### config.mk
export PLATFORM = sky130hd
export DESIGN_NAME = dfu_control_state_machine_top
export DESIGN_NICKNAME = d
export VERILOG_FILES = /design/src/rtl/dfu_pkg.sv /design/src/rtl/dfu_front.sv /design/src/rtl/dfu_queue.sv /design/src/rtl/dfu_back.sv /design/src/rtl/dfu_control_state_machine_top.sv
export SDC_FILE = /design/constraint.sdc
export NUM_CORES = 1
export LEC_CHECK = 0
export BUFFER_PORTS_ARGS = -buffer_cell sky130_fd_sc_hd__buf_2
export CAP_MARGIN = 15
export CORE_MARGIN = 2
export CORE_UTILIZATION = 50
export CTS_BUF_LIST = sky130_fd_sc_hd__clkbuf_2 sky130_fd_sc_hd__clkbuf_4 sky130_fd_sc_hd__clkbuf_8
export CTS_CLUSTER_DIAMETER = 60
export DETAILED_ROUTE_END_ITERATION = 12
export PLACE_DENSITY = 0.66
export SLEW_MARGIN = 15
export SYNTH_ARGS = -nofsm -noshare
export SYNTH_HDL_FRONTEND = slang
export SYNTH_SLANG_ARGS = --single-unit
### constraint.sdc
create_clock -name clock -period 12.85 [get_ports clock]
set_input_delay 1.285 -clock clock [delete_from_list [all_inputs] [get_ports clock]]
set_output_delay 1.285 -clock clock [all_outputs]
set_load 0.05 [all_outputs]
### src/rtl/dfu_pkg.sv
// ----------------------------------------------------------------------------
// DFU control package
// Types, codes and helper functions shared by the DFU control state machine.
// ----------------------------------------------------------------------------
package dfu_pkg;

   // Endpoint-zero maximum packet size in bytes.
   localparam int EP0_BYTES = 64;

   // Depth of the queue between the classifier and the result sequencer.
   // Must be a power of two.
   localparam int QUEUE_DEPTH = 2;
   localparam int QPTR_W      = (QUEUE_DEPTH > 1) ? $clog2(QUEUE_DEPTH) : 1;
   localparam int QCNT_W      = $clog2(QUEUE_DEPTH + 1);

   // Request codes.
   localparam logic [7:0] REQ_DNLOAD    = 8'd1;
   localparam logic [7:0] REQ_UPLOAD    = 8'd2;
   localparam logic [7:0] REQ_GETSTATUS = 8'd3;
   localparam logic [7:0] REQ_CLRSTATUS = 8'd4;
   localparam logic [7:0] REQ_GETSTATE  = 8'd5;
   localparam logic [7:0] REQ_ABORT     = 8'd6;

   // Input action codes.
   localparam logic ACT_SETUP = 1'b0;
   localparam logic ACT_OUT   = 1'b1;

   // Status codes.
   localparam logic [3:0] STATUS_OK      = 4'd0;
   localparam logic [3:0] STATUS_STALLED = 4'd15;

   // Reported state codes.
   localparam logic [3:0] CODE_IDLE     = 4'd2;
   localparam logic [3:0] CODE_DNBUSY   = 4'd4;
   localparam logic [3:0] CODE_DNIDLE   = 4'd5;
   localparam logic [3:0] CODE_MSYNC    = 4'd6;
   localparam logic [3:0] CODE_MANIFEST = 4'd7;
   localparam logic [3:0] CODE_ERROR    = 4'd10;

   localparam logic [2:0] STATUS_MAX_LEN = 3'd6;

   typedef enum logic [5:0] {
      ST_IDLE     = 6'b000001,
      ST_DNBUSY   = 6'b000010,
      ST_DNIDLE   = 6'b000100,
      ST_MSYNC    = 6'b001000,
      ST_MANIFEST = 6'b010000,
      ST_ERROR    = 6'b100000
   } state_type;

   typedef enum logic [2:0] {
      KIND_OUT      = 3'd0,
      KIND_IN       = 3'd1,
      KIND_STALL    = 3'd2,
      KIND_START    = 3'd3,
      KIND_PACKET   = 3'd4,
      KIND_DONE     = 3'd5,
      KIND_MANIFEST = 3'd6
   } kind_type;

   typedef struct packed {
      logic        action;
      logic [7:0]  request;
      logic [15:0] block_number;
      logic [15:0] setup_length;
      logic [6:0]  packet_length;
      logic        reject;
      logic [3:0]  reject_status;
      logic [15:0] poll_wait;
   } item_type;

   typedef struct packed {
      kind_type    kind;
      logic [2:0]  in_length;
      logic [3:0]  status_code;
      logic [15:0] poll_timeout;
      logic [3:0]  state_code;
      logic [15:0] block_id;
      logic [15:0] block_offset;
      logic [15:0] data_length;
   } result_type;

   // All results caused by one item, in delivery order from index zero.
   typedef struct packed {
      logic [1:0]       count;
      result_type [2:0] res;
   } bundle_type;

   function automatic logic [3:0] state_code(input state_type st);
      logic [3:0] code;
      case (st)
         ST_IDLE:     code = CODE_IDLE;
         ST_DNBUSY:   code = CODE_DNBUSY;
         ST_DNIDLE:   code = CODE_DNIDLE;
         ST_MSYNC:    code = CODE_MSYNC;
         ST_MANIFEST: code = CODE_MANIFEST;
         ST_ERROR:    code = CODE_ERROR;
         default:     code = CODE_ERROR;
      endcase
      return code;
   endfunction

   function automatic result_type make_res(input kind_type k, input logic [2:0] len,
                                           input logic [3:0] st, input logic [15:0] poll,
                                           input logic [3:0] sc, input logic [15:0] blk,
                                           input logic [15:0] off, input logic [15:0] dlen);
      result_type r;
      r.kind         = k;
      r.in_length    = len;
      r.status_code  = st;
      r.poll_timeout = poll;
      r.state_code   = sc;
      r.block_id     = blk;
      r.block_offset = off;
      r.data_length  = dlen;
      return r;
   endfunction

endpackage

### src/rtl/dfu_front.sv
// ----------------------------------------------------------------------------
// DFU classifier
// Accepts setup and OUT-completion transactions, updates the protocol state
// and builds the bundle of results that each transaction causes.
// ----------------------------------------------------------------------------
module dfu_front import dfu_pkg::*; (
   input  logic       clock,
   input  logic       reset,
   input  logic       in_valid,
   output logic       in_ready,
   input  item_type   in_item,
   input  logic       q_full,
   output logic       push,
   output bundle_type push_bundle
);

   state_type   state_ff, state_in;
   logic [3:0]  status_ff, status_in;
   logic [15:0] poll_ff, poll_in;
   logic [15:0] offset_ff, offset_in;
   logic [7:0]  lreq_ff, lreq_in;
   logic [15:0] lblk_ff, lblk_in;
   logic [15:0] llen_ff, llen_in;

   logic        accept;
   logic [16:0] sum;
   logic [2:0]  slen_clip;
   bundle_type  bund;
   logic [1:0]  n;

   assign in_ready = !q_full;
   assign accept   = in_valid && in_ready;
   assign sum      = {1'b0, offset_ff} + 17'(EP0_BYTES);
   assign slen_clip = (in_item.setup_length > 16'(STATUS_MAX_LEN)) ? STATUS_MAX_LEN
                                                                   : in_item.setup_length[2:0];

   always_comb begin
      state_in  = state_ff;
      status_in = status_ff;
      poll_in   = poll_ff;
      offset_in = offset_ff;
      lreq_in   = lreq_ff;
      lblk_in   = lblk_ff;
      llen_in   = llen_ff;
      bund      = '0;
      n         = 2'd0;
      if (in_item.action == ACT_SETUP) begin
         lreq_in = in_item.request;
         lblk_in = in_item.block_number;
         llen_in = in_item.setup_length;
         case (in_item.request)
            REQ_DNLOAD: begin
               if (state_ff inside {ST_IDLE, ST_DNIDLE}) begin
                  if (in_item.setup_length == 16'd0) begin
                     state_in = ST_MSYNC;
                     bund.res[0] = make_res(KIND_OUT, '0, '0, '0, '0, '0, '0, '0);
                     bund.res[1] = make_res(KIND_IN, '0, '0, '0, '0, '0, '0, '0);
                  end else begin
                     offset_in = '0;
                     bund.res[0] = make_res(KIND_START, '0, '0, '0, '0,
                                            in_item.block_number, '0,
                                            in_item.setup_length);
                     if (in_item.reject) begin
                        status_in = in_item.reject_status;
                        state_in  = ST_ERROR;
                        bund.res[1] = make_res(KIND_STALL, '0, '0, '0, '0, '0, '0, '0);
                     end else begin
                        state_in = ST_DNBUSY;
                        bund.res[1] = make_res(KIND_OUT, '0, '0, '0, '0, '0, '0, '0);
                     end
                  end
                  n = 2'd2;
               end else begin
                  status_in = STATUS_STALLED;
                  state_in  = ST_ERROR;
                  bund.res[0] = make_res(KIND_STALL, '0, '0, '0, '0, '0, '0, '0);
                  n = 2'd1;
               end
            end
            REQ_UPLOAD: begin
               status_in = STATUS_STALLED;
               state_in  = ST_ERROR;
               bund.res[0] = make_res(KIND_STALL, '0, '0, '0, '0, '0, '0, '0);
               n = 2'd1;
            end
            REQ_GETSTATUS: begin
               // A status poll in manifest sync moves on to manifest first.
               if (state_ff == ST_MSYNC) begin
                  state_in = ST_MANIFEST;
                  bund.res[0] = make_res(KIND_MANIFEST, '0, '0, '0, '0, '0, '0, '0);
                  bund.res[1] = make_res(KIND_IN, slen_clip, status_ff, poll_ff,
                                         CODE_MANIFEST, '0, '0, '0);
                  bund.res[2] = make_res(KIND_OUT, '0, '0, '0, '0, '0, '0, '0);
                  n = 2'd3;
               end else begin
                  bund.res[0] = make_res(KIND_IN, slen_clip, status_ff, poll_ff,
                                         state_code(state_ff), '0, '0, '0);
                  bund.res[1] = make_res(KIND_OUT, '0, '0, '0, '0, '0, '0, '0);
                  n = 2'd2;
               end
            end
            REQ_CLRSTATUS, REQ_ABORT: begin
               state_in  = ST_IDLE;
               status_in = STATUS_OK;
               poll_in   = '0;
               bund.res[0] = make_res(KIND_IN, '0, '0, '0, '0, '0, '0, '0);
               bund.res[1] = make_res(KIND_OUT, '0, '0, '0, '0, '0, '0, '0);
               n = 2'd2;
            end
            REQ_GETSTATE: begin
               bund.res[0] = make_res(KIND_IN, 3'd1, '0, '0, state_code(state_ff),
                                      '0, '0, '0);
               bund.res[1] = make_res(KIND_OUT, '0, '0, '0, '0, '0, '0, '0);
               n = 2'd2;
            end
            default: begin
               bund.res[0] = make_res(KIND_STALL, '0, '0, '0, '0, '0, '0, '0);
               n = 2'd1;
            end
         endcase
      end else if (lreq_ff == REQ_DNLOAD) begin
         // OUT data of a download: an empty packet gives no packet event.
         if (in_item.packet_length != 7'd0) begin
            bund.res[n] = make_res(KIND_PACKET, '0, '0, '0, '0, lblk_ff, offset_ff,
                                   {9'd0, in_item.packet_length});
            n = n + 2'd1;
         end
         offset_in = sum[16] ? 16'hFFFF : sum[15:0];
         if (sum >= {1'b0, llen_ff}) begin
            poll_in = in_item.poll_wait;
            bund.res[n] = make_res(KIND_DONE, '0, '0, '0, '0, lblk_ff, '0, llen_ff);
            n = n + 2'd1;
            if (in_item.poll_wait == 16'd0 && status_ff == STATUS_OK) begin
               state_in = ST_DNIDLE;
               bund.res[n] = make_res(KIND_IN, '0, '0, '0, '0, '0, '0, '0);
               n = n + 2'd1;
            end
         end else begin
            bund.res[n] = make_res(KIND_OUT, '0, '0, '0, '0, '0, '0, '0);
            n = n + 2'd1;
         end
      end
      bund.count = n;
   end

   assign push        = accept && (n != 2'd0);
   assign push_bundle = bund;

   always_ff @(posedge clock) begin
      if (reset) begin
         state_ff  <= ST_IDLE;
         status_ff <= STATUS_OK;
         poll_ff   <= '0;
         offset_ff <= '0;
         lreq_ff   <= '0;
         lblk_ff   <= '0;
         llen_ff   <= '0;
      end else if (accept) begin
         state_ff  <= state_in;
         status_ff <= status_in;
         poll_ff   <= poll_in;
         offset_ff <= offset_in;
         lreq_ff   <= lreq_in;
         lblk_ff   <= lblk_in;
         llen_ff   <= llen_in;
      end
   end

   a_state_onehot: assert property (@(posedge clock) disable iff (reset)
      $onehot(state_ff)) else $error("protocol state is not one-hot");

   a_setup_latch: assert property (@(posedge clock) disable iff (reset)
      (accept && in_item.action == ACT_SETUP) |=> lreq_ff == $past(in_item.request))
      else $error("setup request not latched");

endmodule

### src/rtl/dfu_queue.sv
// ----------------------------------------------------------------------------
// DFU result queue
// Short queue of result bundles between the classifier and the sequencer.
// ----------------------------------------------------------------------------
module dfu_queue import dfu_pkg::*; (
   input  logic       clock,
   input  logic       reset,
   input  logic       push,
   input  bundle_type push_bundle,
   output logic       full,
   input  logic       pop,
   output logic       q_valid,
   output bundle_type q_bundle
);

   bundle_type mem [QUEUE_DEPTH];

   logic [QPTR_W-1:0] wr_ptr_ff, wr_ptr_in;
   logic [QPTR_W-1:0] rd_ptr_ff, rd_ptr_in;
   logic [QCNT_W-1:0] count_ff, count_in;
   logic              do_push, do_pop;

   assign full     = (count_ff == QCNT_W'(QUEUE_DEPTH));
   assign q_valid  = (count_ff != '0);
   assign q_bundle = mem[rd_ptr_ff];
   assign do_push  = push && !full;
   assign do_pop   = pop && q_valid;

   // Pointers wrap naturally since the depth is a power of two.
   assign wr_ptr_in = do_push ? QPTR_W'(wr_ptr_ff + 1'b1) : wr_ptr_ff;
   assign rd_ptr_in = do_pop ? QPTR_W'(rd_ptr_ff + 1'b1) : rd_ptr_ff;

   always_comb begin
      count_in = count_ff;
      if (do_push && !do_pop) begin
         count_in = QCNT_W'(count_ff + 1'b1);
      end else if (do_pop && !do_push) begin
         count_in = QCNT_W'(count_ff - 1'b1);
      end
   end

   always_ff @(posedge clock) begin
      if (do_push) begin
         mem[wr_ptr_ff] <= push_bundle;
      end
   end

   always_ff @(posedge clock) begin
      if (reset) begin
         wr_ptr_ff <= '0;
         rd_ptr_ff <= '0;
         count_ff  <= '0;
      end else begin
         wr_ptr_ff <= wr_ptr_in;
         rd_ptr_ff <= rd_ptr_in;
         count_ff  <= count_in;
      end
   end

   a_count_range: assert property (@(posedge clock) disable iff (reset)
      count_ff <= QCNT_W'(QUEUE_DEPTH)) else $error("queue count beyond depth");

   a_count_grow: assert property (@(posedge clock) disable iff (reset)
      (do_push && !do_pop) |=> count_ff == QCNT_W'($past(count_ff) + 1'b1))
      else $error("queue count did not grow on push");

endmodule

### src/rtl/dfu_back.sv
// ----------------------------------------------------------------------------
// DFU result sequencer
// Takes one bundle at a time from the queue and delivers its results one per
// transaction, marking the last one.
// ----------------------------------------------------------------------------
module dfu_back import dfu_pkg::*; (
   input  logic       clock,
   input  logic       reset,
   input  logic       q_valid,
   input  bundle_type q_bundle,
   output logic       pop,
   output logic       out_valid,
   input  logic       out_ready,
   output result_type out_res,
   output logic       out_last
);

   logic       busy_ff, busy_in;
   bundle_type bund_ff, bund_in;
   logic [1:0] idx_ff, idx_in;
   logic       xfer, done;

   assign out_valid = busy_ff;
   assign out_res   = bund_ff.res[idx_ff];
   assign out_last  = (idx_ff == bund_ff.count - 2'd1);
   assign xfer      = busy_ff && out_ready;
   assign done      = xfer && out_last;
   assign pop       = q_valid && (!busy_ff || done);

   always_comb begin
      busy_in = busy_ff;
      bund_in = bund_ff;
      idx_in  = idx_ff;
      if (pop) begin
         busy_in = 1'b1;
         bund_in = q_bundle;
         idx_in  = 2'd0;
      end else if (done) begin
         busy_in = 1'b0;
      end else if (xfer) begin
         idx_in = idx_ff + 2'd1;
      end
   end

   always_ff @(posedge clock) begin
      bund_ff <= bund_in;
   end

   always_ff @(posedge clock) begin
      if (reset) begin
         busy_ff <= 1'b0;
         idx_ff  <= '0;
      end else begin
         busy_ff <= busy_in;
         idx_ff  <= idx_in;
      end
   end

   a_idx_range: assert property (@(posedge clock) disable iff (reset)
      busy_ff |-> (bund_ff.count != 2'd0) && (idx_ff < bund_ff.count))
      else $error("result index outside its bundle");

   a_idx_hold: assert property (@(posedge clock) disable iff (reset)
      (busy_ff && !out_ready) |=> $stable(idx_ff) && busy_ff)
      else $error("result index moved while stalled");

endmodule

### src/rtl/dfu_control_state_machine_top.sv
// ----------------------------------------------------------------------------
// DFU control state machine
// Device-side DFU control protocol on endpoint zero: classifies setup and OUT
// completions, tracks protocol state and emits endpoint and back-end actions.
//
//   Channel | Direction | Ports                    | Contents
//   req     | in        | tvalid tready tuser tdata | setup or OUT completion
//   rsp     | out       | tvalid tready tuser tdata | endpoint / back-end action
//                         tlast                     | last result of a transaction
//
// A request transaction is taken in the cycle it is offered while the bundle
// queue has room; its state update completes in that cycle.
// Each request causes zero to three results, delivered one per cycle by the
// sequencer while rsp_tready is high, through the single result port. The
// first result passes through the bundle queue and then the sequencer's bundle
// register before it is offered.
// Reset (synchronous) returns to dfu idle with status ok and an empty queue.
// A stalled result side fills the queue and then holds req_tready low.
// ----------------------------------------------------------------------------
module dfu_control_state_machine_top import dfu_pkg::*; (
   input  logic        clock,
   input  logic        reset,
   input  logic        req_tvalid,
   output logic        req_tready,
   input  logic        req_tuser,   // [0] action
   // [7:0] request, [23:8] block_number, [39:24] setup_length,
   // [46:40] packet_length, [47] reject, [51:48] reject_status,
   // [67:52] poll_wait, [71:68] zero
   input  logic [71:0] req_tdata,
   output logic        rsp_tvalid,
   input  logic        rsp_tready,
   output logic [2:0]  rsp_tuser,   // [2:0] kind
   // [2:0] in_length, [6:3] status_code, [22:7] poll_timeout,
   // [26:23] state_code, [42:27] block_id, [58:43] block_offset,
   // [74:59] data_length, [79:75] zero
   output logic [79:0] rsp_tdata,
   output logic        rsp_tlast
);

   item_type   item;
   logic       q_full, push, pop, q_valid;
   bundle_type push_bundle, q_bundle;
   result_type res;

   assign item.action        = req_tuser;
   assign item.request       = req_tdata[7:0];
   assign item.block_number  = req_tdata[23:8];
   assign item.setup_length  = req_tdata[39:24];
   assign item.packet_length = req_tdata[46:40];
   assign item.reject        = req_tdata[47];
   assign item.reject_status = req_tdata[51:48];
   assign item.poll_wait     = req_tdata[67:52];

   dfu_front u_front (
      .clock       (clock),
      .reset       (reset),
      .in_valid    (req_tvalid),
      .in_ready    (req_tready),
      .in_item     (item),
      .q_full      (q_full),
      .push        (push),
      .push_bundle (push_bundle)
   );

   dfu_queue u_queue (
      .clock       (clock),
      .reset       (reset),
      .push        (push),
      .push_bundle (push_bundle),
      .full        (q_full),
      .pop         (pop),
      .q_valid     (q_valid),
      .q_bundle    (q_bundle)
   );

   dfu_back u_back (
      .clock     (clock),
      .reset     (reset),
      .q_valid   (q_valid),
      .q_bundle  (q_bundle),
      .pop       (pop),
      .out_valid (rsp_tvalid),
      .out_ready (rsp_tready),
      .out_res   (res),
      .out_last  (rsp_tlast)
   );

   assign rsp_tuser = res.kind;
   assign rsp_tdata = {5'd0, res.data_length, res.block_offset, res.block_id,
                       res.state_code, res.poll_timeout, res.status_code,
                       res.in_length};

endmodule
# Word level (Yosys, flattened, before mapping)
# Memory sizes are Yosys's and may differ from the RTL's. A register that Yosys moved wholly into a read port is not among the register bits.
# Cells that the tools add are included.
dict set report totals {
  input_bits 77
  n_memories 1
  ramBits 472
  out_inout_bits 86
  register_bits 89
}
# name words width read_ports rd_clocked_by_memory_dff write_ports line_no
set memory_table {}
lappend memory_table {u_queue.mem 2 236 1 1 1 dfu_queue.sv:16} ;# bundle_type mem [QUEUE_DEPTH];
dict set report op_classes {
  eq_ne 21
  mux 63
  n_reduce_logical 40
  n_bitwise 7
  n_addsub 9
  order_cmp 7
}
# op count
set op_table {}
lappend op_table {{$mux W234} 4}
lappend op_table {{$mux W78} 8}
lappend op_table {{$demux W78 S2} 2}
lappend op_table {{$pmux W78 S4} 1}
lappend op_table {{$and A78 B234 Y234} 1}
lappend op_table {{$bwmux W234} 1}
lappend op_table {{$not A234 Y234} 1}
lappend op_table {{$and A231 B231 Y231} 1}
lappend op_table {{$not A231 Y231} 1}
lappend op_table {{$mux W16} 10}
lappend op_table {{$bmux W78 S2} 1}
lappend op_table {{$mux W156} 1}
lappend op_table {{$pmux W78 S2} 1}
lappend op_table {{$mux W154} 1}
lappend op_table {{$mux W77} 1}
lappend op_table {{$mux W6} 8}
lappend op_table {{$logic_not A16 Y1} 2}
lappend op_table {{$eq A8 B3 Y1 const B} 3}
lappend op_table {{$pmux W6 S4} 1}
lappend op_table {{$pmux W4 S5} 1}
lappend op_table {{$mux W2} 9}
lappend op_table {{$add A16 B7 Y17 const B} 1}
lappend op_table {{$ge A17 B16 Y1} 1}
lappend op_table {{$eq A8 B1 Y1 const B} 2}
lappend op_table {{other kinds (40)} 84}

# Depth between registers and ports, before layout
dict set report depth {
  depth_word 17
  ltp_mapped 15
}

# Cells and area by module
# Synthesis repeated with hierarchy kept, for this count alone.
dict set report hier_totals {
  hier_cells 2091
  area_unflattened_um2 32279.7
}
# module area_per_inst_um2 seq_area_each_um2 n_inst cells_each
set modules_own_cells {}
lappend modules_own_cells {dfu_queue 17387.9 14273.7 1 759}
lappend modules_own_cells {dfu_back 8928.6 7146.9 1 523}
lappend modules_own_cells {dfu_front 5921.9 1541.5 1 803}
lappend modules_own_cells {dfu_control_state_machine_top 41.3 0.0 1 6}

# Worst setup path before layout
# Ideal clock, no wire load.
dict set report synth_timing {
  path_type {register -> register}
  from {register u_back.bund_ff[235] (netlist name)}
  to {register u_queue.count_ff[1]}
  arrival_ps 9952
  path_stages_with_launch 9
  t_required_ps 12780
  path_slack_ps 2827
  cell_sequence {edfxtp_1 xor2_1 o21ai_0 nand2_1 a21oi_1 inv_1 ha_1 or3_1 a21oi_1}
}
dict set report synth_via {
  elab_chain_cells 9
  elab_cells_between_ends 11
}
# element line_no
set synth_lines {}
lappend synth_lines {{$sub A2 B1 Y2 (*)} dfu_back.sv:25} ;# assign out_last = (idx_ff == bund_ff.count - 2'd1);
lappend synth_lines {{$eq A2 B2 Y1 (*)} dfu_back.sv:25}
lappend synth_lines {{net rsp_tlast} dfu_control_state_machine_top.sv:37} ;# output logic rsp_tlast
lappend synth_lines {{$logic_and A1 B1 Y1 (*)} dfu_back.sv:27} ;# assign done = xfer && out_last;
lappend synth_lines {{$logic_or A1 B1 Y1 (*)} dfu_back.sv:28} ;# assign pop = q_valid && (!busy_ff || done);
lappend synth_lines {{$logic_and A1 B1 Y1 (*)} dfu_back.sv:28}
lappend synth_lines {{net pop} dfu_control_state_machine_top.sv:41} ;# logic q_full, push, pop, q_valid;
lappend synth_lines {{$logic_and A1 B1 Y1 (*)} dfu_queue.sv:27} ;# assign do_pop = pop && q_valid;
lappend synth_lines {{$logic_not A1 Y1} dfu_queue.sv:35} ;# if (do_push && !do_pop) begin
lappend synth_lines {{$logic_and A1 B1 Y1} dfu_queue.sv:35}
lappend synth_lines {{$mux W2 / $reduce_bool A2 Y1 (equally long branches)} n/a}
lappend synth_lines {{end signal: assignment} dfu_queue.sv:56} ;# count_ff <= count_in;
lappend synth_lines {{end: declaration} dfu_queue.sv:20} ;# logic [QCNT_W-1:0] count_ff, count_in;
# The timed path passes the listed nets; every way through them passes the cells marked *.
# A chain may end at the register's enable or synchronous reset.

# Final worst setup path
dict set report layout_timing {
  from {register u_front.offset_ff[10]}
  to {memory u_queue.mem[0][150] (netlist name), enable pin}
}
dict set report layout_via {
  elab_chain_cells 10
}
# element line_no
set layout_lines {}
lappend layout_lines {{start: declaration} dfu_front.sv:20} ;# logic [15:0] offset_ff, offset_in;
lappend layout_lines {{start signal: assignment} dfu_front.sv:162} ;# offset_ff <= offset_in;
lappend layout_lines {{$add A16 B7 Y17} dfu_front.sv:33} ;# assign sum = {1'b0, offset_ff} + 17'(EP0_BYTES);
lappend layout_lines {{$ge A17 B16 Y1} dfu_front.sv:129} ;# if (sum >= {1'b0, llen_ff}) begin
lappend layout_lines {{$mux W2} dfu_front.sv:129}
lappend layout_lines {{$mux W2} dfu_front.sv:121} ;# end else if (lreq_ff == REQ_DNLOAD) begin
lappend layout_lines {{$mux W2} dfu_front.sv:47} ;# if (in_item.action == ACT_SETUP) begin
lappend layout_lines {{$reduce_bool A2 Y1} dfu_front.sv:146} ;# assign push = accept && (n != 2'd0);
lappend layout_lines {{$logic_and A1 B1 Y1} dfu_front.sv:146}
lappend layout_lines {{$logic_and A1 B1 Y1} dfu_queue.sv:26} ;# assign do_push = push && !full;
lappend layout_lines {{net u_queue.do_push} dfu_queue.sv:21} ;# logic do_push, do_pop;
lappend layout_lines {{$mux W1} dfu_queue.sv:43} ;# if (do_push) begin
lappend layout_lines {{$mux W1 (not written as such)} dfu_queue.sv:44} ;# mem[wr_ptr_ff] <= push_bundle;
lappend layout_lines {{end: declaration} dfu_queue.sv:16}
# The timed path passes the listed nets, and every way through them passes these cells.

==> summary.txt <==
Clock network
  • Clock network latency to the later pin of the worst-skew pair: 0.64 ns
  • Number of post-CTS setup repair buffers: 0
  • CTS Hold Bufs: 0
  • Cell chosen for the clock root: clkbuf_8
  • Clock sink count: 489
  • Clock Pin Slew Worst Setup and Hold Paths: 0.06 ns
  • H-tree lvl count: 3
  • CTS Buf Count: 80
  • TritonCTS clock tree: yes
  • Post-cts repair resize count: 0
  • Clock buffer depth: 3

Critical path
  • Worst path slowest cell: buf_4
  • Critical path launch point type: register
  • Ordered cell list for the critical path: nand4_1 -> nor2_1 -> nand3_1 -> xnor2_1 -> ha_1 -> nand3_1 -> or4_1 -> o21ai_0 -> a211oi_1 -> o22ai_2 -> nor2b_4 -> buf_4 -> buf_4
  • Arrival time reported for the critical path endpoint: 5.74 ns
  • Worst setup EP type: register
  • Maximum fanout along the worst path: 74
  • Data required time of the critical path: 13.08 ns
  • Critical path buffers and inverters: 2
  • Peak per-stage delay on the critical path: 0.92 ns
  • Setup Crit Path Kind: register to register
  • Crit path max-delay family: simple AND/OR/NAND/NOR gates

Floorplanning
  • Die width: 205 um
  • # rows: 73
  • Placeable Area: 39,800 um^2
  • I/O pin count: 163
  • Die ar.: 42,100 um^2
  • Die height: 205 um
  • Starting Density: 50.8%

Synth
  • Most frequent cells after synthesis: edfxtp_1 (405), mux2_2 (137), nand2_1 (121)
  • Avg Inst Size Synth: 14.0 um^2
  • Top area cells in the synthesized netlist: edfxtp_1 (60%), dfxtp_1 (8.3%), mux2_2 (7.6%)
  • Number of distinct standard cells referenced by the synthesized netlist: 63
  • Library cell with the highest instance count after synthesis: edfxtp_1
  • Number of enable-type register cells in the synthesized netlist: 405
  • Number of warning messages in the yosys log: 0
  • Number of instances in the synthesized netlist: 1,444
  • Largest area contributor in the synthesized netlist: edfxtp_1
  • FF+latch count, synth: 489
  • Cell area after synthesis: 20,200 um^2
  • Share of the synthesized area in the top cell type: 60.2%
  • Top_reg_cell synth: edfxtp_1
  • Part of the Yosys area used for sequential elements: 68.5%
  • Asr flop ratio synth: 0%

GRT
  • Antenna violations before repair: 3
  • Overall Global Routing Usage: 20.8%
  • Pin count of the biggest net entering global routing: 140
  • Number of global-route vias before repair: 12,100
  • Gr ovfl total: 0
  • First-pass GRT wire length: 66.5 mm

STA
  • Worst slew margin relative to its limit: 24.5%
  • Setup Skew: 0.0415 ns
  • Highest attainable clock frequency: 182 MHz
  • Post-layout minimum cycle time: 5.51 ns
  • Transition time of the tightest slew-check pin: 1.13 ns
  • Setup repair after global routing missed its margin: no
  • Share of the clock period used by the worst path after layout: 42.9%
  • Final setup violation count: 0
  • Slew Viols, Final: 0
  • Setup Total Neg Slack: 0 ns
  • Final number of hold-violating endpoints: 0

Power and ir drop
  • Power density normalized to cell area: 204 nW/um^2
  • Maximum vdd ir drop: 0.433 mV
  • Leakage power total: 8.45 nW
  • Internal Dissipation: 3.15 mW
  • Fraction of power consumed by the clock network: 29.0%
  • Comb power frac: 25.3%
  • Sw power: 1.55 mW
  • Fraction of power spent switching nets: 33.0%
  • Sequential group share of total power: 45.8%
  • Final total power: 4.71 mW

Placed design
  • Number of port buffers: 153
  • DP Wirelength: 25.5 mm
  • Cell area after placement: 21,400 um^2
  • Weighted congestion at the end of routability-driven global placement: 0.850

Cells and area
  • Fraction of layout instances using a drive strength above 1: 28.4%
  • Fin area: 23,100 um^2
  • Net count, final: 1,706
  • Filler cells: 3,197
  • Area added between synthesis and finish: 14.3%

Flow run
  • Number of violations of the max-capacitance limit: 0

Run status
  • Status: finished, final reports clean

Detailed routing
  • DR vias/cell: 5.54
  • Drt wl/cell: 20.0 um
  • Routed wire length: 43.9 mm
  • Starting DRC count in detailed routing: 894
  • Residual DRC count: 0
  • TritonRoute pass-1 iters: 6
  • Antenna-violating nets left: 0
  • Total number of vias: 12,200

Min path
  • Type of the most critical hold path: register to register
-- layer usage --
layer	global-route usage, %	wire length (um)
met5	0	23
met4	8.50	1170
met3	4.72	2790
met2	34.2	21100
met1	26.7	18800
-- state kept, by name, summed over array words and instances (netlist names), 2 cells and up --
| signal | flops |
|---|---|
| u_back.bund_ff | 135 |
| u_back.idx_ff | 2 |
| u_front.lblk_ff | 16 |
| u_front.llen_ff | 16 |
| u_front.lreq_ff | 8 |
| u_front.offset_ff | 11 |
| u_front.poll_ff | 16 |
| u_front.state_ff | 6 |
| u_front.status_ff | 4 |
| u_queue.count_ff | 2 |
| u_queue.mem | 270 |
-- cell families after synthesis --
family | after synthesis | synth area share, %
buffers and inverters | 123 | 2.65
muxes | 195 | 10.5
DFF | 489 | 68.5
xor gates and xnor gates | 19 | 0.823
and+or+nand+nor | 402 | 9.84
adders and majority gates | 20 | 1.24
other | 1 | 0.0185
AOI/OAI and AO/OA | 195 | 6.45
-- per-stage QoR --
stage,hold slack (ns),utilization [%],setup WS [ns],std cells
after global routing,0.481,58.0,6.91,2199
after floorplan,0.432,-,2.83,1448
after global placement,0.439,53.8,7.00,2052
after CTS,0.456,58.0,7.30,2198
after detailed placement,0.449,53.8,6.90,2052
final,0.453,58.0,7.34,2200
-- worst paths after layout --
path,end,slack (ns),from,depth (start not counted)
worst max register to register,u_queue.mem[0][150]$_DFFE_PP_,7.34,u_front.offset_ff[10]$_SDFFE_PP0P_,13
worst max-delay path,u_queue.mem[0][150]$_DFFE_PP_,7.34,u_front.offset_ff[10]$_SDFFE_PP0P_,13
worst min register to register,u_front.lreq_ff[0]$_SDFFE_PP0P_,0.45,u_front.lreq_ff[0]$_SDFFE_PP0P_,2
worst min-delay path,u_front.lreq_ff[0]$_SDFFE_PP0P_,0.45,u_front.lreq_ff[0]$_SDFFE_PP0P_,2
-- worst reg2reg max path, cell delays in order (launching register included) --
cell and delay (ns):
dfxtp_1 0.45, nand4_1 0.23, nor2_1 0.22, nand3_1 0.13
xnor2_1 0.17, ha_1 0.31, nand3_1 0.11, or4_1 0.63
o21ai_0 0.24, a211oi_1 0.15, o22ai_2 0.29, nor2b_4 0.49
buf_4 0.70, buf_4 0.94
-- cell type report --
type                       count  area (um^2)  area share, %
sequential                   489        13900           59.9
tap                          525          657           2.84
inverter                      32          120          0.520
multi-input combinational    836         5910           25.6
antenna                        2         5.00         0.0217
timing repair buffer         170          906           3.92
clock buffer                 125         1540           6.66
clock inverter                21          123          0.531
-- power by group through the flow --
stage	logic (mW)	clock network [mW]	registers (mW)
final	1.19	1.36	2.15
after global routing	1.27	1.47	2.18
after CTS	1.21	1.40	2.16
after detailed placement	1.21	0	2.19
after global placement	1.20	0	2.18
after floorplan	0.938	0	2.20
-- cells in the final DEF (no fill, tap or decap), types with 6 or more instances in the layout --
cell type	Yosys	final
clkinv_1	1	7
nand2_1	121	121
clkbuf_8	0	96
mux2i_1	58	58
or3_1	7	7
clkbuf_4	0	29
clkinv_2	0	9
mux2_2	137	137
a222oi_1	7	7
a21oi_1	83	82
and3_1	56	56
a22o_1	41	41
xnor2_1	9	9
edfxtp_1	405	405
inv_1	31	31
nor2b_1	7	6
nor3_1	12	11
nand2b_1	7	7
buf_4	13	16
nand3_1	14	14
dfxtp_1	84	81
o21ai_0	30	30
ha_1	20	20
nor4_1	12	11
nor2_1	97	95
buf_2	8	153
a21o_1	8	8
and2_1	43	43
xor2_1	10	10
Power figures use the tool's default switching activity.
